`src/triangle_sides_perimeter_area_unit_assert.svh`:
```
// assertion macros for the triangle unit
`ifndef TRIANGLE_SIDES_PERIMETER_AREA_UNIT_ASSERT_SVH
`define TRIANGLE_SIDES_PERIMETER_AREA_UNIT_ASSERT_SVH

// implication checked on every rising clock edge outside reset
`define TSPA_ASSERT_IMP(label, clk, rst_n, ante, cons) \
	label: assert property (@(posedge clk) disable iff (!rst_n) (ante) |-> (cons)) \
		else $error("tspa check failed");

// implication whose consequent is checked in the cycle after the antecedent
`define TSPA_ASSERT_NEXT(label, clk, rst_n, ante, cons) \
	label: assert property (@(posedge clk) disable iff (!rst_n) (ante) |=> (cons)) \
		else $error("tspa check failed");

`endif

```
`src/tspa_queue.sv`:
```
// short queue of squared side distances between front and back
module tspa_queue #(
	parameter int DW = 34
) (
	input  logic clk,
	input  logic arst_n,
	input  logic wr,
	output logic full,
	input  logic [DW-1:0] wd [3],
	input  logic rd,
	output logic empty,
	output logic [DW-1:0] rdata [3]
);
	logic [DW-1:0] m_q [2][3];
	logic wp_q, rp_q;
	logic [1:0] cnt_q;

	assign full = cnt_q == 2'd2;
	assign empty = cnt_q == 2'd0;
	assign rdata = m_q[rp_q];

	always_ff @(posedge clk) begin
		if (wr && !full) m_q[wp_q] <= wd;
	end

	always_ff @(posedge clk or negedge arst_n) begin
		if (!arst_n) begin
			wp_q <= 1'b0;
			rp_q <= 1'b0;
			cnt_q <= 2'd0;
		end else begin
			if (wr && !full) wp_q <= !wp_q;
			if (rd && !empty) rp_q <= !rp_q;
			cnt_q <= cnt_q + 2'((wr && !full) ? 1 : 0) - 2'((rd && !empty) ? 1 : 0);
		end
	end
endmodule

```
`config.mk`:
```
export PLATFORM = sky130hd
export DESIGN_NAME = tspa_queue
export DESIGN_NICKNAME = d
export VERILOG_FILES = /design/src/triangle_sides_perimeter_area_unit_assert.svh /design/src/tspa_queue.sv
export SDC_FILE = /design/constraint.sdc
export NUM_CORES = 1
export LEC_CHECK = 0
export BUFFER_PORTS_ARGS = -buffer_cell sky130_fd_sc_hd__buf_2
export CAP_MARGIN = 20
export CORE_MARGIN = 2
export CORE_UTILIZATION = 40
export DETAILED_ROUTE_END_ITERATION = 8
export GPL_ROUTABILITY_DRIVEN = 1
export PLACE_DENSITY = 0.74
export SYNTH_ARGS = -nofsm -noshare
export SYNTH_HDL_FRONTEND = slang
export SYNTH_SLANG_ARGS = --single-unit
```
`constraint.sdc`:
```
create_clock -name clk -period 11.42 [get_ports clk]
set_clock_uncertainty 0.15 [all_clocks]
set_input_delay 2.284 -clock clk [delete_from_list [all_inputs] [get_ports clk]]
set_output_delay 2.284 -clock clk [all_outputs]
set_load 0.02 [all_outputs]
```
Yosys cells after proc, flatten, opt, wreduce, memory -nomap -nowiden:

Memory sizes are Yosys's and may differ from the RTL's.
Index checks and enable logic that the tools add are counted.

* register bits: 4
* bits in latches: 0
* bits in writable memories: 204
* ROM bits: 0
* bits of input ports: 106
* memories kept: 1

* $add $sub $neg: 2
* $mul: 0
* divide/modulo/power cells: 0
* order comparisons: 0
* eq/ne operators: 1
* shift-type cells: 0
* multiplexer cells: 4
* bitwise operators: 0
* reductions and logical operators: 7

Memories
* m_q: depth 2, width 102, read ports 1, clocked after Yosys merged registers in 0, write ports 1, RTL line tspa_queue.sv:14 `logic [DW-1:0] m_q [2][3];`

Operators by type and width (number)
* logical NOT 1 bit: 4
* two-way mux 1 bit: 4
* adder 2 x 1 -> 2 bit: 1
* equality test 2 bit (second input constant): 1
* logical AND 1 bit: 2
* logical NOT 2 bit: 1
* subtractor 2 x 1 -> 2 bit: 1

Depth between registers and ports, before layout:

* depth in word-level cells: 6
* gate-level depth with buffers: 7
* depth with buffers taken out: 7

Worst setup path after synthesis:

OpenSTA, ideal clock, no wires.

* path kind: in2reg
* start: in wr
* end: mem m_q[0][0] (netlist name), enable pin
* arrival: 6622 ps
* setup slack: 4084 ps
* stages on the path: 2
* cell sequence: nand2_1 -> nor2_1

* cells in the longest elaborated chain, start to end: 3

Ends and longest elaborated chain
* start: declaration: RTL line tspa_queue.sv:7 `input logic wr,`
* logical AND 1 bit: RTL line tspa_queue.sv:23 `if (wr && !full) m_q[wp_q] <= wd;`
* two-way mux 1 bit: RTL line tspa_queue.sv:23
* two-way mux 1 bit (implied by the code): RTL line tspa_queue.sv:23
* end: declaration: RTL line tspa_queue.sv:14

No other way between the ends.

==> results.cfg <==
[outcome]
status = completed

[place]
place_area_um2 = 8860
dp_hpwl_um = 9320
io_buffer_count = 209
place.gp.congestion = 0.726
dp_slack_ns = 6.75

[synth]
yosysWarnings = 0
yosysTopAreaCellShare_pct = 80.9
async_flop_share_pct = 1.92
ys_ff_latch = 208
avgSynthCellArea_um2 = 22.6
synth_area_leaders = edfxtp_1 81%, mux2_2 15%, dfrtp_1 1.3%
yosys-top-cells-count = 204 x edfxtp_1, 102 x mux2_2, 7 x buf_6, 4 x dfrtp_1
syn_inst = 335
seq_area_frac_synth_pct = 82.2
syn_area_um2 = 7570
syn-num-nets = 443
synth_enable_flop_cells = 204
ys.flop_type = edfxtp_1
synthDistinctLibCells = 15
synth.most_common_cell = edfxtp_1
synth_top_cell_by_area = edfxtp_1

[floorplanning]
die_height_um = 142
die_area_um2 = 20100
core.rowCount = 50
start_util_pct = 40.6
coreArea_um2 = 18600
die_w_um = 142
io_pins = 210

[sta]
slew_violations = 0
setup_tns_ns = 0
period_needed_ns = 5.14
period_share_pct = 45.0
tightest_slew_ns = 0.769
relSlewSlack_pct = 48.7
finalHoldViolCount = 0
fin_ws_ns = 6.28
setup-violations-final = 0
rsz0062_at_grt = no
fmax_mhz = 194

[clock_network]
cts_tree = built
numCtsBuffers = 22
htreeDepth = 1
post_cts_resized = 0
clockBufferDepth = 3
cts.sinks = 208
cts_root_buffer = clkbuf_16
path_clk_slew_ns = 0.05
clkLatencyLatePin_ns = 0.48
hold_buffers = 0
postCtsSetupRepairBufs = 0

[critical_path]
crit_slowest_cell = dfrtp_4
critPathMaxFanout = 52
crit_path_end_kind = output pin
crit_family = flip-flops
worst-setup-path-type = reg2out
slowest_delay_ns = 0.87
crit_chain = buf_4, mux2_2, buf_2
path_buf_inv = 2
cp.arrival_ns = 2.71
start_kind = flip-flop
cp.required_ns = 8.99

[power_and_ir_drop]
switching_power_mw = 0.807
p_leak_nw = 3.57
switching_share_pct = 31.4
ir_drop_v = 0.000166
p_int_mw = 1.76
power_density_nw_per_um2 = 269
pwr-share-comb_pct = 30.7
p_clk_share_pct = 25.7
seqPwrFrac_pct = 43.6

[global_route]
overflow = 0
grt_start_max_net_pins = 59
grt_pass1_vias = 4202
antenna_found_initial = 1
grt_pass1_wl_um = 21000
grt_usage_pct = 13.3

[detailed_routing]
drcViolationCount = 0
routed_via_density = 4.78
num_vias = 3859
ant_nets = 0
wl_per_cell_um = 17.3
drt_iter0_drc = 140
first_pass_iters = 4
wl_um = 14000

[final_layout]
design_area_um2 = 9530
area_growth_pct = 25.9
fillers = 1547
drive_gt1_share_pct = 60.1
antenna_cells = 0
layout.nets = 669

[job]
drv_cap = 0

[worst_hold_path]
hp-class = reg2reg
[final cells by class]
cell class,instances,area [um2],share of cell area [%]
inverters,2,7.51,0.0788
multi-input cells,114,1250,13.1
repair buffers,213,1080,11.3
clock buffers,34,637,6.68
flip-flops and latches,208,6230,65.3
well taps,234,293,3.07
clock inverters,3,38.8,0.407
[registers in the layout, summed over array words and instances, names as in the netlist]
register and flops:
m_q 204, cnt_q 2, rp_q 1, wp_q 1
[metrics by stage]
| step | hold WS [ns] | std cells | utilization, % | power [mW] |
|---|---|---|---|---|
| 2_1_floorplan | 0.311 | 335 | - | 1.71 |
| 3_3_place_gp | 0.334 | 771 | 47.5 | 1.92 |
| 3_5_place_dp | 0.357 | 771 | 47.5 | 1.94 |
| 4_1_cts | 0.367 | 808 | 51.1 | 2.61 |
| 5_1_grt | 0.387 | 808 | 51.1 | 2.68 |
| 6_report | 0.365 | 808 | 51.1 | 2.57 |
[worst register-to-register path, cell delays in order, from the launching register on]
cell,delay (ns)
dfrtp_1,0.41
nand2b_1,0.13
and3_4,0.62
buf_4,0.76
[cells by family after synthesis]
group / Yosys count / share of synthesized area (%)
AND/OR/NAND/NOR: 6 / 0.397
adder cells (fa/ha/maj): 2 / 0.330
flip-flops: 208 / 82.2
XOR/XNOR: 4 / 0.463
multiplexers: 102 / 15.2
buffers and inverters: 13 / 1.44
[worst paths after layout]
path,startpoint,endpoint,slack [ns],depth (start not counted)
max,rp_q$_DFFE_PN0P_,rdata[23],6.28,3
min,cnt_q[1]$_DFF_PN0_,cnt_q[1]$_DFF_PN0_,0.37,1
max reg2reg,cnt_q[1]$_DFF_PN0_,m_q[1][76]$_DFFE_PP_,8.92,3
min reg2reg,cnt_q[1]$_DFF_PN0_,cnt_q[1]$_DFF_PN0_,0.37,1
max in group asynchronous,arst_n,rp_q$_DFFE_PN0P_,9.53,1
min in group asynchronous,arst_n,wp_q$_DFFE_PN0P_,1.45,1
[power groups by stage]
stage	Clock [mW]	Combinational, mW	Sequential, mW
after floorplan	0	0.600	1.11
after global placement	0	0.788	1.13
after detailed placement	0	0.801	1.14
after CTS	0.681	0.804	1.12
after global routing	0.705	0.842	1.14
final	0.659	0.787	1.12
[layer usage]
| metal | up-vias | share of wire [%] | track usage, % | wire, um |
|---|---|---|---|---|
| li1 | 1782 | - | - | - |
| met1 | 1898 | 39 | 14.8 | 5380 |
| met2 | 151 | 51 | 24.3 | 7090 |
| met3 | 28 | 8.1 | 4.18 | 1120 |
| met4 | 0 | 2.6 | 4.32 | 365 |
| met5 | - | 0 | 0 | 0 |
[layout by cell type (no fill, tap or decap), drive strengths merged]
cell type and instances:
ha 2, edfxtp 204, nand2 1, clkinv 2
inv 2, bufinv 1, nor2b 1, and3 1
buf 213, clkbuf 34, nand2b 1, xnor2 3
nor2 2, dfrtp 4, mux2 102, xor2 1
No activity file was read; power rests on OpenSTA's default activity.
