File: src/triangle_sides_perimeter_area_unit_assert.svh
// assertion macros for the triangle unit
`ifndef TRIANGLE_SIDES_PERIMETER_AREA_UNIT_ASSERT_SVH
`define TRIANGLE_SIDES_PERIMETER_AREA_UNIT_ASSERT_SVH

// implication checked on every rising clock edge outside reset
`define TSPA_ASSERT_IMP(label, clk, rst_n, ante, cons) \
	label: assert property (@(posedge clk) disable iff (!rst_n) (ante) |-> (cons)) \
		else $error("tspa check failed");

// implication whose consequent is checked in the cycle after the antecedent
`define TSPA_ASSERT_NEXT(label, clk, rst_n, ante, cons) \
	label: assert property (@(posedge clk) disable iff (!rst_n) (ante) |=> (cons)) \
		else $error("tspa check failed");

`endif

File: src/tspa_pkg.sv
// shared types and constants for the triangle unit
package tspa_pkg;
	localparam int COORD_BITS_DEF = 16;
	localparam int SIDE_W  = 17;
	localparam int PERIM_W = 19;
	localparam int AREA_W  = 31;
	localparam int IDX_W   = 2;
	localparam logic [IDX_W-1:0] IDX_NONE = 2'd3;

	typedef enum logic [2:0] {
		ST_IDLE, ST_SIDE, ST_SQRT, ST_HERON, ST_MUL, ST_AREA, ST_DONE
	} tspa_state_t;
endpackage

File: src/tspa_front.sv
// front: vertex store, update and squared side distances
module tspa_front #(
	parameter int COORD_BITS = tspa_pkg::COORD_BITS_DEF
) (
	input  logic clk,
	input  logic arst_n,
	input  logic push,
	output logic full,
	input  logic [tspa_pkg::IDX_W-1:0] vertex_index,
	input  logic signed [15:0] new_x,
	input  logic signed [15:0] new_y,
	output logic q_push,
	input  logic q_full,
	output logic [2*COORD_BITS+1:0] q_d2 [3]
);
	import tspa_pkg::*;

	localparam int DW = COORD_BITS + 1;
	localparam int SW = 2 * COORD_BITS + 2;

	logic signed [COORD_BITS-1:0] vx_q [3];
	logic signed [COORD_BITS-1:0] vy_q [3];
	logic [1:0] ph_q;
	logic busy_q;
	logic signed [COORD_BITS-1:0] nx, ny;
	logic [1:0] i0, i1;
	logic signed [DW-1:0] dx, dy;
	logic [DW-1:0] ax, ay;
	logic [SW-1:0] acc_q [3];

	assign full = busy_q;
	assign nx = COORD_BITS'(new_x);
	assign ny = COORD_BITS'(new_y);

	always_comb begin
		i0 = ph_q;
		i1 = (ph_q == 2'd2) ? 2'd0 : ph_q + 2'd1;
		dx = DW'(vx_q[i0]) - DW'(vx_q[i1]);
		dy = DW'(vy_q[i0]) - DW'(vy_q[i1]);
		ax = dx[DW-1] ? DW'(-dx) : DW'(dx);
		ay = dy[DW-1] ? DW'(-dy) : DW'(dy);
	end

	// one side per cycle, then hand over when queue has room
	always_ff @(posedge clk or negedge arst_n) begin
		if (!arst_n) begin
			busy_q <= 1'b0;
			ph_q <= 2'd0;
			for (int k = 0; k < 3; k++) begin
				vx_q[k] <= '0;
				vy_q[k] <= '0;
			end
		end else if (!busy_q) begin
			if (push) begin
				busy_q <= 1'b1;
				ph_q <= 2'd0;
				if (vertex_index != IDX_NONE) begin
					vx_q[vertex_index] <= nx;
					vy_q[vertex_index] <= ny;
				end
			end
		end else if (ph_q != 2'd3) begin
			ph_q <= ph_q + 2'd1;
		end else if (!q_full) begin
			busy_q <= 1'b0;
		end
	end

	always_ff @(posedge clk) begin
		if (busy_q && ph_q != 2'd3)
			acc_q[ph_q] <= SW'(ax * ax) + SW'(ay * ay);
	end

	assign q_push = busy_q && ph_q == 2'd3 && !q_full;
	assign q_d2 = acc_q;
endmodule

File: config.mk
export PLATFORM = sky130hd
export DESIGN_NAME = tspa_front
export DESIGN_NICKNAME = d
export VERILOG_FILES = /design/src/triangle_sides_perimeter_area_unit_assert.svh /design/src/tspa_pkg.sv /design/src/tspa_front.sv
export SDC_FILE = /design/constraint.sdc
export NUM_CORES = 1
export LEC_CHECK = 0
export ABC_AREA = 0
export CORE_UTILIZATION = 40
export DETAILED_ROUTE_END_ITERATION = 7
export DONT_BUFFER_PORTS = 1
export PLACE_DENSITY_LB_ADDON = 0.05
export SYNTH_ARGS = -nofsm -noshare
export SYNTH_HDL_FRONTEND = slang
export SYNTH_SLANG_ARGS = --single-unit
File: constraint.sdc
create_clock -name clk -period 10.52 [get_ports clk]
set_input_delay 2.104 -clock clk [delete_from_list [all_inputs] [get_ports clk]]
set_output_delay 2.104 -clock clk [all_outputs]
set_load 0.02 [all_outputs]
### Word-level counts from Yosys, hierarchy flattened

Cells that the tools add are included.

| word-level totals | value |
|---|---|
| input bits | 38 |
| logic and storage cells | 71 |
| register bits after elaboration | 201 |
| output and inout bits | 104 |

| cells by class | value |
|---|---|
| multipliers | 2 |
| equal/unequal tests | 5 |
| bitwise logic cells | 4 |
| order comparisons | 5 |
| reductions and logical operators | 9 |
| multiplexer cells | 29 |
| $add $sub $neg | 6 |

Operators by type and width:

| kind | count |
|---|---|
| 16-bit 2-to-1 mux | 9 |
| 16-bit binary-select mux with 2-bit select | 4 |
| 102-bit bitwise mux | 1 |
| 48-bit bitwise mux | 2 |
| 34-bit demux with 2-bit select | 1 |
| 17-bit by 17-bit multiplier with 34-bit output | 2 |
| 34-bit adder | 1 |
| 17-bit 2-to-1 mux | 2 |
| 34-bit 2-to-1 mux | 1 |
| 17-bit negator | 2 |
| 16-bit by 16-bit subtractor with 17-bit output | 2 |
| 16-bit demux with 2-bit select | 1 |
| 3-bit greater-or-equal comparator (second input constant) | 3 |
| 2-bit inverter with 3-bit output | 3 |
| 2-bit 2-to-1 mux | 4 |
| 3-bit by 1-bit less-than comparator with 1-bit output (second input constant) | 2 |
| 1-bit logical AND | 5 |
| 2-bit == test (second input constant) | 2 |
| 1-bit 2-to-1 mux | 4 |
| 2-bit != test (second input constant) | 2 |
| 3-bit AND reduction | 1 |
| 2-bit by 1-bit adder with 2-bit output (second input constant) | 1 |
| 2-bit by 1-bit != test with 1-bit output (second input constant) | 1 |
| 2-bit AND reduction | 1 |
| 3 further kinds | 3 |

### Depth between registers and ports, before layout

| depth | value |
|---|---|
| depth in word-level cells | 12 |
| gate-level depth with buffers | 50 |
| gate-level depth less buffers | 44 |

### Worst setup path after synthesis

Ideal clock, no wire load.

| timing | value |
|---|---|
| path type | reg-to-reg |
| from | register ph_q[0], in the netlist i0[0] |
| to | register acc_q, in the netlist q_d2[101], data pin |
| buffers on the path | 5 |
| setup time | 271 ps |
| data required time | 10249 ps |
| slack | -1046 ps |
| clock period less this slack | 11566 ps |
| arrival time | 11296 ps |
| stages on the path, launching flop included | 46 |
| path through | dfrtp_1 clkbuf_1 buf_1 inv_1 ha_1 clkbuf_1 clkbuf_1 mux2i_1 o21ai_0 ha_1 fa_1 nor2b_2 o31ai_4 a211oi_4 o21ai_1 nand2_1 o31a_1 buf_4 (+10 left out) inv_1 fa_1 fa_1 inv_1 fa_1 fa_1 inv_1 ha_1 and4_1 o21ai_0 a21o_1 o21ai_0 o22ai_1 o41ai_1 a31o_2 a31oi_1 o21ai_0 xnor2_1 |

| on the way | value |
|---|---|
| word-level cells in the longest chain between the ends | 12 |
| elaborated cells on any way between the ends | 32 |
| classes of those cells | 6 x add/sub; 2 x mul; 2 x order compare; 1 x eq/ne; 18 x mux; 2 x bitwise; 1 x reduce/logical |

RTL lines:

| what | RTL line | source |
|---|---|---|
| from (decl) | tspa_front.sv:23 | `logic [1:0] ph_q;` |
| from (signal assigned) | tspa_front.sv:63 | `ph_q <= ph_q + 2'd1;` |
| 2-bit by 1-bit adder with 2-bit output or 2-bit == test (tied branches) | tspa_front.sv:37 | `i1 = (ph_q == 2'd2) ? 2'd0 : ph_q + 2'd1;` |
| 2-bit 2-to-1 mux | tspa_front.sv:37 |  |
| 2-bit inverter with 3-bit output (not written as such) | tspa_front.sv:38, tspa_front.sv:39 |  |
| 16-bit binary-select mux with 2-bit select (on tied branches) | tspa_front.sv:38, tspa_front.sv:39 |  |
| 16-bit 2-to-1 mux (on tied branches) (2 in series) | tspa_front.sv:38, tspa_front.sv:39 |  |
| 16-bit by 16-bit subtractor with 17-bit output (on tied branches) | tspa_front.sv:38, tspa_front.sv:39 |  |
| 17-bit negator (on tied branches) | tspa_front.sv:40, tspa_front.sv:41 |  |
| 17-bit 2-to-1 mux (on tied branches) | tspa_front.sv:40, tspa_front.sv:41 |  |
| 17-bit by 17-bit multiplier with 34-bit output | tspa_front.sv:71 | `acc_q[ph_q] <= SW'(ax * ax) + SW'(ay * ay);` |
| 34-bit adder | tspa_front.sv:71 |  |
| 102-bit bitwise mux * | tspa_front.sv:71 |  |
| to (signal, indexed assignment) | tspa_front.sv:71 |  |
| to (decl) | tspa_front.sv:29 | `logic [SW-1:0] acc_q [3];` |

Every way passes the cells marked *; elsewhere a longest branch is shown, timed or not. The select of a mux whose other input is x is not followed.
A chain may end at the register's enable or synchronous reset.

### Worst setup path after layout

| timing | value |
|---|---|
| from | register ph_q[1], in the netlist i0[1] |
| to | register acc_q, in the netlist q_d2[32], data pin |

The elaborated chain is that of the path after synthesis.

==> results.sh <==
export IMPL_run_status="finished with violations"
export IMPL_failing_checks="negative setup slack"
export IMPL_die_width_um=260.1
export IMPL_synth_async_reset_ratio_pct=49.25
export IMPL_finalWeightedCongestion=0.9166
export IMPL_detail_route_wl_per_cell_um=18.38
export IMPL_start_util_pct=40.46
export IMPL_area_growth_synth_to_final_pct=24.75
export IMPL_grt_antenna_before_repair=0
export IMPL_chipHeight_um=260.1
export IMPL_top_usage_layer="met2"
export IMPL_crit_slowest_cell="fa_2"
export IMPL_antenna_violating_nets_post_route=0
export IMPL_numCtsBuffers=23
export IMPL_wl_um=72940
export IMPL_drive_above_1_share_pct=28.21
export IMPL_worstSetupPathType="reg2reg"
export IMPL_worst_setup_hold_path_clk_slew_ps=60
export IMPL_regToRegSetupSlack_ps=-20
export IMPL_synth_top_cells_by_area="fa_1 (34%), edfxtp_1 (11%), ha_1 (11%)"
export IMPL_final_util_pct=50.48
export IMPL_maxCapViolCount=0
export IMPL_floorplan_die_area_um2=67660
export IMPL_synth_sequential_area_ratio_pct=20.79
export IMPL_yosys_warnings=0
export IMPL_boundaryPins=142
export IMPL_post_route_min_period_ps=10540
export IMPL_synthesis_area_um2=26650
export IMPL_startpoint_type="flop"
export IMPL_timing_critical_path_to_type="flop"
export IMPL_grt_ovfl_total=0
export IMPL_grt_pass1_wl_um=115200
export IMPL_met2_usage_pct=41.95
export IMPL_ys_dominant_reg_cell="edfxtp_1"
export IMPL_cp_data_required_time_ps=10790
export IMPL_max_clock_path_buffers=3
export IMPL_max_freq_ghz=0.09489
export IMPL_placement_rows=94
export IMPL_detail_route_vias_per_cell=4.847
export IMPL_track_usage_pct=22.12
export IMPL_setup_tns_ps=-55.00
export IMPL_synth_edf_count=102
export IMPL_synth_top_cell_area_share_pct=33.58
export IMPL_final_setup_violation_count=3
export IMPL_yosys_area_top_type="fa_1"
export IMPL_finalNetCount=3804
export IMPL_grt_util_met1_pct=26.55
export IMPL_tritoncts_num_sinks=201
export IMPL_synth_avg_cell_area_um2=10.20
export IMPL_setup_slack_ps=-18.94
export IMPL_drt_first_pass_iters=4
export IMPL_critical_path_max_stage_delay_ps=580
export IMPL_dp_hpwl_um=62500
export IMPL_critPathLaunch="i0[1]"
export IMPL_drc=0
export IMPL_global_route_usage_met3_pct=2.807
export IMPL_crit_arrival_ps=10810
export IMPL_cts_root_buf="clkbuf_16"
export IMPL_ys_types=85
export IMPL_reg2reg_from="i0[1]"
export IMPL_layout_worst_path_cycle_share_pct=100.2
export IMPL_core_um2=65860
export IMPL_timing_hold_worst_start="vx_q[28]"
export IMPL_fin_skew_ps=11.62
export IMPL_rsz0062_at_grt="yes"
export IMPL_number_of_global_route_vias_before_repair=21130
export IMPL_inserted_diodes=0
export IMPL_htree_num_levels=1
export IMPL_slew_violations=0
export IMPL_report_final_hold_viol_count=0
export IMPL_io_buffers=0
export IMPL_tightestPinTransition_ps=943.9
export IMPL_route_vias_total=19240
export IMPL_worstPathMaxFanout=4
export IMPL_max_slew_margin_rel_pct=37.07
export IMPL_postSynthRegisterBits=201
export IMPL_critPathMostFrequentCell="fa_1"
export IMPL_worst_skew_pair_late_latency_ps=540
export IMPL_syn_instance_count=2613
export IMPL_timing_hold_worst_class="reg2reg"
export IMPL_tritoncts_clock_tree="done"
export IMPL_grt_max_degree=100
export IMPL_drc_marker_count_from_the_first_detailed_route_iteration=686
## per-layer routing
metal  vias up  wire length (um)
met5         -                 0
met4         0              1547
met3        64              2540
met2       249             39900
met1      9872             28950
li1       9052                 -
## cell type report
class / instances / area [um^2]
flip-flops and latches: 201 / 5542
clock buffers: 26 / 586.8
repair buffers: 494 / 3905
well taps: 864 / 1081
multi-input cells: 1735 / 19580
clock inverters: 15 / 157.7
fillers: 6196 / 32620
inverters: 634 / 2395
## cells in the final DEF, fill, tap and decap left out, types with 50 or more instances in the layout
cell type / count
mux2i_1: 64
fa_1: 430
a21oi_1: 63
mux2_2: 98
buf_4: 461
o21ai_0: 50
ha_1: 212
edfxtp_1: 102
nor2_1: 207
inv_1: 588
nand2_1: 169
dfrtp_1: 98
## worst max-delay path: cells and delay by family (launching register included)
kind / cells / cell delay [ps]
compound gates: 14 / 2390
xor+xnor: 2 / 290
fa+ha+maj: 11 / 4940
buf+inv: 11 / 1040
flops: 1 / 390
mux: 1 / 210
simple gates: 6 / 1000
## stage by stage
stage	hold WS, ps	instances	setup WS [ps]	cell area [um^2]
final	533.3	3969	-18.94	33250
after global routing	552.2	3969	-414.2	33250
after CTS	535.8	3938	0.3748	32280
after detailed placement	521.6	3861	-516.6	30930
after global placement	515.1	3861	-493.1	30930
after floorplan	501.9	2635	13.68	26930
## Yosys cell counts, types with 10 or more instances
cell type  number
nand2b_1       16
nor2_1        226
inv_2          11
o21ai_0        62
dfrtp_1        99
fa_1          447
nor4_1         12
and3_1         10
clkbuf_1       49
xnor2_1        56
a21oi_1        84
inv_1         616
ha_1          230
nand2_1       173
xor2_1         31
mux2i_1        65
a21o_1         28
mux2_2         98
edfxtp_1      102
nand3_1        11
nor3_1         17
## registers in the layout, summed over array words and instances, names as in the netlist
| signal | cells |
|---|---|
| full | 1 |
| i0 | 2 |
| q_d2 | 102 |
| vx_q | 48 |
| vy_q | 48 |
## path summary, 6_finish.rpt
path / endpoint / depth (start not counted)
worst min register to register: vx_q[28] / 1
worst max-delay path: q_d2[32] / 45
max in group asynchronous: vx_q[14] / 0
worst max register to register: q_d2[32] / 45
worst min-delay path: vx_q[28] / 1
min in group asynchronous: vy_q[40] / 0
## cell families after synthesis
group | after synthesis | share of synthesized area [%]
AOI/OAI and AO/OA | 261 | 6.432
adders and majority gates | 677 | 44.38
buffers and inverters | 699 | 9.948
xor gates and xnor gates | 95 | 3.347
other | 2 | 0.02818
and+or+nand+nor | 515 | 8.498
DFF | 201 | 20.79
muxes | 163 | 6.582
## repair_timing
item / CTS / global route
endpoints found under the setup margin: 51 / 51
hold buffers: 0 / 0
gates resized for setup: 82 / 164
pin swaps: 53 / 75
setup buffers: 36 / 31
Power is not shown: default switching activity piles up to over one toggle a cycle in this logic, so the estimate is an artifact.
