[src/triangle_sides_perimeter_area_unit_assert.svh]
// assertion macros for the triangle unit
`ifndef TRIANGLE_SIDES_PERIMETER_AREA_UNIT_ASSERT_SVH
`define TRIANGLE_SIDES_PERIMETER_AREA_UNIT_ASSERT_SVH

// implication checked on every rising clock edge outside reset
`define TSPA_ASSERT_IMP(label, clk, rst_n, ante, cons) \
	label: assert property (@(posedge clk) disable iff (!rst_n) (ante) |-> (cons)) \
		else $error("tspa check failed");

// implication whose consequent is checked in the cycle after the antecedent
`define TSPA_ASSERT_NEXT(label, clk, rst_n, ante, cons) \
	label: assert property (@(posedge clk) disable iff (!rst_n) (ante) |=> (cons)) \
		else $error("tspa check failed");

`endif

[src/tspa_pkg.sv]
// shared types and constants for the triangle unit
package tspa_pkg;
	localparam int COORD_BITS_DEF = 16;
	localparam int SIDE_W  = 17;
	localparam int PERIM_W = 19;
	localparam int AREA_W  = 31;
	localparam int IDX_W   = 2;
	localparam logic [IDX_W-1:0] IDX_NONE = 2'd3;

	typedef enum logic [2:0] {
		ST_IDLE, ST_SIDE, ST_SQRT, ST_HERON, ST_MUL, ST_AREA, ST_DONE
	} tspa_state_t;
endpackage

[src/tspa_back.sv]
// back: square roots, perimeter and heron area
module tspa_back #(
	parameter int COORD_BITS = tspa_pkg::COORD_BITS_DEF
) (
	input  logic clk,
	input  logic arst_n,
	input  logic q_empty,
	output logic q_pop,
	input  logic [2*COORD_BITS+1:0] q_d2 [3],
	output logic empty,
	input  logic pop,
	output logic [tspa_pkg::SIDE_W-1:0] side_a,
	output logic [tspa_pkg::SIDE_W-1:0] side_b,
	output logic [tspa_pkg::SIDE_W-1:0] side_c,
	output logic [tspa_pkg::PERIM_W-1:0] perimeter,
	output logic [tspa_pkg::AREA_W-1:0] area
);
	import tspa_pkg::*;

	localparam int SW = 2 * COORD_BITS + 2;
	localparam int LW = COORD_BITS + 1;     // side width
	localparam int PW = LW + 2;             // perimeter / factor width
	localparam int XW = 2 * PW;             // pair product
	localparam int NW = 4 * PW;             // heron product
	localparam int RW = 2 * PW;             // sqrt result bits
	localparam int CW = $clog2(RW + 1);
	localparam int MH = PW;                 // multiply split half width

	tspa_state_t st_q, st_d;
	logic [SW-1:0] d2_q [3];
	logic [1:0] si_q;
	logic [CW-1:0] bit_q;
	logic [NW-1:0] rad_q;
	logic [RW-1:0] root_q;
	logic [NW+1:0] rem_q;
	logic [LW-1:0] s_q [3];
	logic [PW-1:0] f_q [4];
	logic [XW-1:0] x1_q, x2_q;
	logic [1:0] mph_q;
	logic [NW-1:0] prod_q;
	logic ok_q;
	logic out_v_q;
	logic [SIDE_W-1:0] oa_q, ob_q, oc_q;
	logic [PERIM_W-1:0] op_q;
	logic [AREA_W-1:0] oar_q;

	// restoring square root, one result bit per cycle
	logic [NW+1:0] trial;
	logic [NW+1:0] rem_sh;
	logic [NW-1:0] rad_sh;
	logic [XW-1:0] ma;
	logic [MH-1:0] mb;
	logic [XW+MH-1:0] mprod;
	logic [PW-1:0] pa, pb, pc, pp;

	always_comb begin
		rem_sh = {rem_q[NW-1:0], rad_q[NW-1 -: 2]};
		rad_sh = {rad_q[NW-3:0], 2'b00};
		trial = (NW+2)'({root_q, 2'b01});
		pa = PW'(s_q[0]);
		pb = PW'(s_q[1]);
		pc = PW'(s_q[2]);
		pp = pa + pb + pc;
		ma = x1_q;
		mb = mph_q[0] ? x2_q[XW-1 -: MH] : x2_q[MH-1:0];
		mprod = ma * mb;
	end

	always_comb begin
		st_d = st_q;
		q_pop = 1'b0;
		case (st_q)
			ST_IDLE:  if (!q_empty && !out_v_q) begin
				st_d = ST_SIDE;
				q_pop = 1'b1;
			end
			ST_SIDE:  st_d = ST_SQRT;
			ST_SQRT:  if (bit_q == '0)
				st_d = (si_q == 2'd3) ? ST_DONE : (si_q == 2'd2) ? ST_HERON : ST_SIDE;
			ST_HERON: st_d = ST_MUL;
			ST_MUL:   if (mph_q == 2'd1) st_d = ST_AREA;
			ST_AREA:  st_d = ST_SQRT;
			ST_DONE:  st_d = ST_IDLE;
			default:  st_d = ST_IDLE;
		endcase
	end

	always_ff @(posedge clk or negedge arst_n) begin
		if (!arst_n) begin
			st_q <= ST_IDLE;
			out_v_q <= 1'b0;
		end else begin
			st_q <= st_d;
			if (st_q == ST_DONE) out_v_q <= 1'b1;
			else if (pop && out_v_q) out_v_q <= 1'b0;
		end
	end

	always_ff @(posedge clk) begin
		case (st_q)
			ST_IDLE: begin
				if (q_pop) d2_q <= q_d2;
				si_q <= 2'd0;
			end
			ST_SIDE: begin
				rad_q <= NW'(d2_q[si_q]);
				root_q <= '0;
				rem_q <= '0;
				bit_q <= CW'(RW);
			end
			ST_SQRT: begin
				if (bit_q != '0) begin
					rad_q <= rad_sh;
					bit_q <= bit_q - CW'(1);
					if (rem_sh >= trial) begin
						rem_q <= rem_sh - trial;
						root_q <= {root_q[RW-2:0], 1'b1};
					end else begin
						rem_q <= rem_sh;
						root_q <= {root_q[RW-2:0], 1'b0};
					end
				end else begin
					if (si_q != 2'd3) s_q[si_q] <= LW'(root_q);
					si_q <= si_q + 2'd1;
				end
			end
			ST_HERON: begin
				ok_q <= (pb + pc > pa) && (pa + pc > pb) && (pa + pb > pc);
				f_q[0] <= pp;
				f_q[1] <= pb + pc - pa;
				f_q[2] <= pa + pc - pb;
				f_q[3] <= pa + pb - pc;
				mph_q <= 2'd0;
			end
			ST_MUL: begin
				if (mph_q == 2'd0) begin
					x1_q <= XW'(f_q[0] * f_q[1]);
					x2_q <= XW'(f_q[2] * f_q[3]);
					prod_q <= '0;
					mph_q <= 2'd2;
				end else if (mph_q == 2'd2) begin
					prod_q <= NW'(mprod);
					mph_q <= 2'd3;
				end else if (mph_q == 2'd3) begin
					prod_q <= prod_q + (NW'(mprod) << MH);
					mph_q <= 2'd1;
				end
			end
			ST_AREA: begin
				rad_q <= ok_q ? prod_q : '0;
				root_q <= '0;
				rem_q <= '0;
				bit_q <= CW'(RW);
			end
			ST_DONE: begin
				oa_q <= (LW > SIDE_W && (s_q[0] >> SIDE_W) != '0) ? '1 : SIDE_W'(s_q[0]);
				ob_q <= (LW > SIDE_W && (s_q[1] >> SIDE_W) != '0) ? '1 : SIDE_W'(s_q[1]);
				oc_q <= (LW > SIDE_W && (s_q[2] >> SIDE_W) != '0) ? '1 : SIDE_W'(s_q[2]);
				op_q <= (PW > PERIM_W && (pp >> PERIM_W) != '0) ? '1 : PERIM_W'(pp);
				oar_q <= ((RW - 2 > AREA_W) && ((root_q >> (AREA_W + 2)) != '0))
					? '1 : AREA_W'(root_q >> 2);
			end
			default: ;
		endcase
	end

	assign empty = !out_v_q;
	assign side_a = oa_q;
	assign side_b = ob_q;
	assign side_c = oc_q;
	assign perimeter = op_q;
	assign area = oar_q;

	`include "triangle_sides_perimeter_area_unit_assert.svh"
	`TSPA_ASSERT_IMP(a_pop_idle, clk, arst_n, q_pop, st_q == ST_IDLE && !out_v_q)
	`TSPA_ASSERT_NEXT(a_done_valid, clk, arst_n, st_q == ST_DONE, out_v_q)
	`TSPA_ASSERT_IMP(a_no_start_busy, clk, arst_n, out_v_q, !q_pop)
endmodule

[config.mk]
export PLATFORM = sky130hd
export DESIGN_NAME = tspa_back
export DESIGN_NICKNAME = d
export VERILOG_FILES = /design/src/tspa_pkg.sv /design/src/tspa_back.sv
export VERILOG_INCLUDE_DIRS = /design/src /design/src/src
export SDC_FILE = /design/constraint.sdc
export NUM_CORES = 2
export LEC_CHECK = 0
export BUFFER_PORTS_ARGS = -buffer_cell sky130_fd_sc_hd__clkbuf_2
export CELL_PAD_IN_SITES_DETAIL_PLACEMENT = 0
export CELL_PAD_IN_SITES_GLOBAL_PLACEMENT = 1
export CORE_UTILIZATION = 56
export CTS_CLUSTER_DIAMETER = 60
export DETAILED_ROUTE_END_ITERATION = 16
export PLACE_DENSITY_LB_ADDON = 0.3
export SYNTH_ARGS = -nofsm -noshare
export SYNTH_HDL_FRONTEND = slang
export SYNTH_SLANG_ARGS = --single-unit
[constraint.sdc]
create_clock -name clk -period 29.4 [get_ports clk]
set_input_delay 4.41 -clock clk [delete_from_list [all_inputs] [get_ports clk]]
set_output_delay 4.41 -clock clk [all_outputs]
set_load 0.01 [all_outputs]
Word-level counts from Yosys, hierarchy flattened:

Memories as Yosys holds them, arrays and structs flattened.
Cells that the tools add are included.

* memories: 2
* logic and storage cells: 127
* flip-flop bits (word level): 560
* memory bits (writable): 127

* magnitude comparators: 5
* mux-type cells: 39
* bitwise logic cells: 1
* reduce and logical (&&, ||, !) cells: 27
* eq/ne operators: 18
* add/subtract/negate cells: 11
* multiply operators: 3

Memories
* f_q: words 4, bits a word 19, rd ports 4, clocked after Yosys merged registers in 0, write ports 4, RTL line tspa_back.sv:37 `logic [PW-1:0] f_q [4];`
* s_q: words 3, bits a word 17, rd ports 3, clocked after Yosys merged registers in 0, write ports 1, RTL line tspa_back.sv:36 `logic [LW-1:0] s_q [3];`

Operator list (number)
* two-way mux 76 bit: 5
* case mux 76 bit (3 select lines): 1
* case mux 76 bit (2 select lines): 1
* >= comparator 78 x 40 -> 1 bit: 1
* adder 76 bit: 1
* multiplier 19 x 19 -> 38 bit: 2
* case mux 38 bit (2 select lines): 1
* subtractor 76 x 40 -> 76 bit: 1
* binary-select mux 34 bit (select 2 bit): 1
* two-way mux 34 bit: 2
* > comparator 19 x 17 -> 1 bit: 3
* multiplier 38 x 19 -> 57 bit: 1
* two-way mux 57 bit: 1
* subtractor 18 x 17 -> 19 bit: 3
* adder 17 x 17 -> 18 bit: 3
* two-way mux 38 bit: 1
* nonzero test 38 bit: 1
* adder 19 x 17 -> 19 bit: 1
* two-way mux 19 bit: 1
* case mux 3 bit (5 select lines): 1
* AND reduction 2 bit: 7
* two-way mux 3 bit: 4
* != test 2 bit, second input constant: 6
* case mux 6 bit (2 select lines): 1
* 24 further kinds: 54

Logic depth before layout (Yosys ltp):

* depth after elaboration: 5
* gate-level depth with buffers: 42
* mapped depth without buffers: 36

Worst setup path before layout:

No wires, ideal clock.

* path type: input to output
* start: in q_empty
* end: out q_pop
* stages: 1
* path slack: 13.430 ns
* arrival time: 11.560 ns
* data required time: 24.990 ns
* path through: nor3_1

* longest elaborated chain between the ends: 4

Ends and longest elaborated chain
* start, declared: RTL line tspa_back.sv:7 `input logic q_empty,`
* logical NOT 1 bit: RTL line tspa_back.sv:73 `ST_IDLE: if (!q_empty && !out_v_q) begin`
* logical AND 1 bit: RTL line tspa_back.sv:73
* two-way mux 1 bit: RTL line tspa_back.sv:73
* two-way mux 1 bit: RTL line tspa_back.sv:72 `case (st_q)`
* end, declared: RTL line tspa_back.sv:8 `output logic q_pop,`

Every way passes these cells.

Worst setup path after layout:

* start: reg mph_q[0]
* end: reg prod_q[72], data pin

* longest elaborated chain between the ends: 4
* elaborated cells between the ends (all ways): 7
* classes of those cells: add/sub: 1; mul: 1; eq/ne: 1; mux: 2; reduce/logical: 2

Ends and longest elaborated chain
* start, declared: RTL line tspa_back.sv:39 `logic [1:0] mph_q;`
* start signal, assigned: RTL line tspa_back.sv:133 `mph_q <= 2'd0;`
* start signal, assigned: RTL line tspa_back.sv:140 `mph_q <= 2'd2;`
* start signal, assigned: RTL line tspa_back.sv:143 `mph_q <= 2'd3;`
* two-way mux 19 bit: RTL line tspa_back.sv:65 `mb = mph_q[0] ? x2_q[XW-1 -: MH] : x2_q[MH-1:0];`
* multiplier 38 x 19 -> 57 bit: RTL line tspa_back.sv:66 `mprod = ma * mb;`
* adder 76 bit: RTL line tspa_back.sv:145 `prod_q <= prod_q + (NW'(mprod) << MH);`
* two-way mux 76 bit: RTL line tspa_back.sv:144 `end else if (mph_q == 2'd3) begin`
* end signal, assigned: RTL line tspa_back.sv:142 `prod_q <= NW'(mprod);`
* end signal, assigned: RTL line tspa_back.sv:145
* end, declared: RTL line tspa_back.sv:40 `logic [NW-1:0] prod_q;`

Several ways; a longest one is shown, not always the timed one. The select of a mux whose other input is x is not followed.
A chain may end at the register's enable or synchronous reset.

==> results.txt <==
Setup crit end kind: register
area share of fa/ha/maj cells after synthesis: 38.6%
core area: 0.144 mm^2
fin. max-slew vios: 0
CTS root buf: clkbuf_16
PortBufs: 208
number of synthesized flops with an enable pin: 682
CTS tree: built
Synth Flop Type: edfxtp_1
Final Cycle Share: 37.3%
share of cells above drive strength 1: 5.51%
synthesis-to-finish area growth: 6.14%
CTS Hold Buffers Added: 0
clk sinks: 686
layout net count: 10237
Fmax: 91.2 MHz
chip width: 384 um
Crit path top cell by count: fa_1
Worst Tran Pin Value: 1.20 ns
Max Cap Viol: 0
vias in the first global route: 61739
Initial DRC Count: 4125
CP max-delay cell: edfxtp_1
number of register bits inferred by synthesis: 686
clk_skew: 0.0615 ns
CP Data Arrival Time: 11.40 ns
commonest non-fill, non-tap cells in the layout: inv_1, nand2_1, fa_1, edfxtp_1, ha_1
simple-gate share of the synthesized area: 13.6%
global-route wire length before repair: 346000 um
Detailed Place HPWL: 168000 um
row cnt: 139
clock-pin slew on the worst setup and hold paths: 0.06 ns
Setup Crit Path Kind: register to register
All-Layer GR Usage: 30.3%
drt first pass iters: 6
Post-CTS Resized: 0
syn_area_per_cell: 9.74 um^2
Seq/Total Area, Yosys: 25.2%
Final Critical Period: 10.97 ns
crit path launch type: register
Critical Path RT: 29.83 ns
drt via density: 5.71
Post-Route Setup TNS: 0 ns
CP max stage delay: 0.81 ns
largest net degree at the start of global routing: 83
post-CTS setup buffers: 0
mux cell area share after synthesis: 0.739%
remaining antenna violation count: 0
vias: 58833
Cell variety after synth: 86
Die Area: 0.147 mm^2
crit path max fanout: 46
RSZ-0062 raised after global routing: no
Compound-Gate Fraction of Synth Area: 9.21%
H-tree depth: 3
synthesized instance count: 8388
Routed WL per cell: 21.2 um
Die H: 384 um
# setup viols final: 0
DRC Markers: 0
Synth Area in XOR/XNOR: 3.57%
Starting Density: 56.7%
syn_nets: 10301
Slew headroom: 20.2%
GRT Residual Overflow: 0
Storage cell area: 0.0206 mm^2
Final Util: 60.2%
TritonCTS Buffers: 80
initial antenna violation count: 4
multi-input logic area: 0.0538 mm^2
boundary pin count: 209
share of synthesized registers carrying an async set or reset: 0.583%
Post-Route WL: 218000 um
endpoints failing hold: 0
RePlAce Congestion: 0.918
Synth Cell Area: 0.0817 mm^2
worst hold path type: register to register
yosys warns: 0
status: finished, final reports clean
most common cell after layout, fill and taps aside: inv_1
largest family of logic cells by synthesized area: adder cells
clk_lat worst skew: 0.75 ns
CTS Buffer Depth: 3
filler cell count in the final layout: 12310
registers in the layout (all words and copies together) (netlist names), 3 cells and up:
signal / flops
s_q: 51
root_q: 38
side_c: 17
side_b: 17
d2_q: 102
ma: 38
x2_q: 38
side_a: 17
perimeter: 19
area: 31
f_q: 75
bit_q: 6
rem_q: 76
rad_q: 76
st_q: 3
prod_q: 76
cells by family after synthesis:
family / after synthesis
simple gates: 2384
mux: 58
compound gates: 1156
fa+ha+maj: 1807
buf+inv: 1964
xor+xnor: 333
flops: 686
worst paths after layout:
check,endpoint,slack (ns),from,cells after the start
max in group asynchronous,st_q[0],25.72,arst_n,1
min in group asynchronous,out_v_q,3.50,arst_n,1
worst max register to register,prod_q[72],18.43,mph_q[0],35
worst max-delay path,prod_q[72],18.43,mph_q[0],35
worst min register to register,s_q[0][13],0.49,root_q[13],0
worst min-delay path,s_q[0][13],0.49,root_q[13],0
synth_stat cells (75+ instances only):
library cell / count / area [um^2]
a21o_1: 186 / 1400
a22o_1: 75 / 657
nor2_1: 277 / 1040
fa_1: 1195 / 23900
xor2_1: 117 / 1020
ha_1: 612 / 7660
xnor2_1: 216 / 1890
and2_1: 522 / 3270
a21oi_1: 359 / 1800
o21ai_0: 195 / 976
edfxtp_1: 682 / 20500
clkbuf_1: 343 / 1290
nand2_1: 1224 / 4590
inv_1: 1555 / 5840
per-layer routing:
metal | GRT usage, % | vias up | wire [um]
met5 | 0 | - | 25
met4 | 9.95 | 4 | 7410
met3 | 5.25 | 393 | 16500
met2 | 49.7 | 2089 | 102000
met1 | 40.9 | 29818 | 92100
li1 | - | 26529 | -
layout make-up:
cell class | instances | share of cell area, %
clock buffer | 95 | 2.37
timing repair buffer | 263 | 1.68
sequential | 686 | 23.7
clock inverter | 53 | 0.689
tap | 1903 | 2.74
inverter | 1555 | 6.73
multi-input combinational | 5738 | 62.1
antenna | 2 | 0.00577
stage by stage:
| stage | setup WS, ns | instance area (um^2) | hold slack [ns] | instances |
|---|---|---|---|---|
| final | 18.43 | 86700 | 0.494 | 10295 |
| after global routing | 17.69 | 86700 | 0.518 | 10294 |
| after CTS | 18.48 | 86700 | 0.499 | 10293 |
| after detailed placement | 18.53 | 84100 | 0.485 | 10145 |
| after global placement | 18.68 | 84100 | 0.476 | 10145 |
| after floorplan | 13.43 | 81700 | 0.464 | 8388 |
critical path: cells and delay by family, from the launching register on:
family / cells / cell delay, ns
buffers and inverters: 6 / 0.84
multiplexers: 1 / 0.80
XOR/XNOR: 2 / 0.50
AO/OA/AOI/OAI: 10 / 2.20
adder cells (fa/ha/maj): 8 / 3.78
flip-flops: 1 / 0.81
AND/OR/NAND/NOR: 8 / 1.70
Power is not shown: default switching activity piles up to over one toggle a cycle in this logic, so the estimate is an artifact.
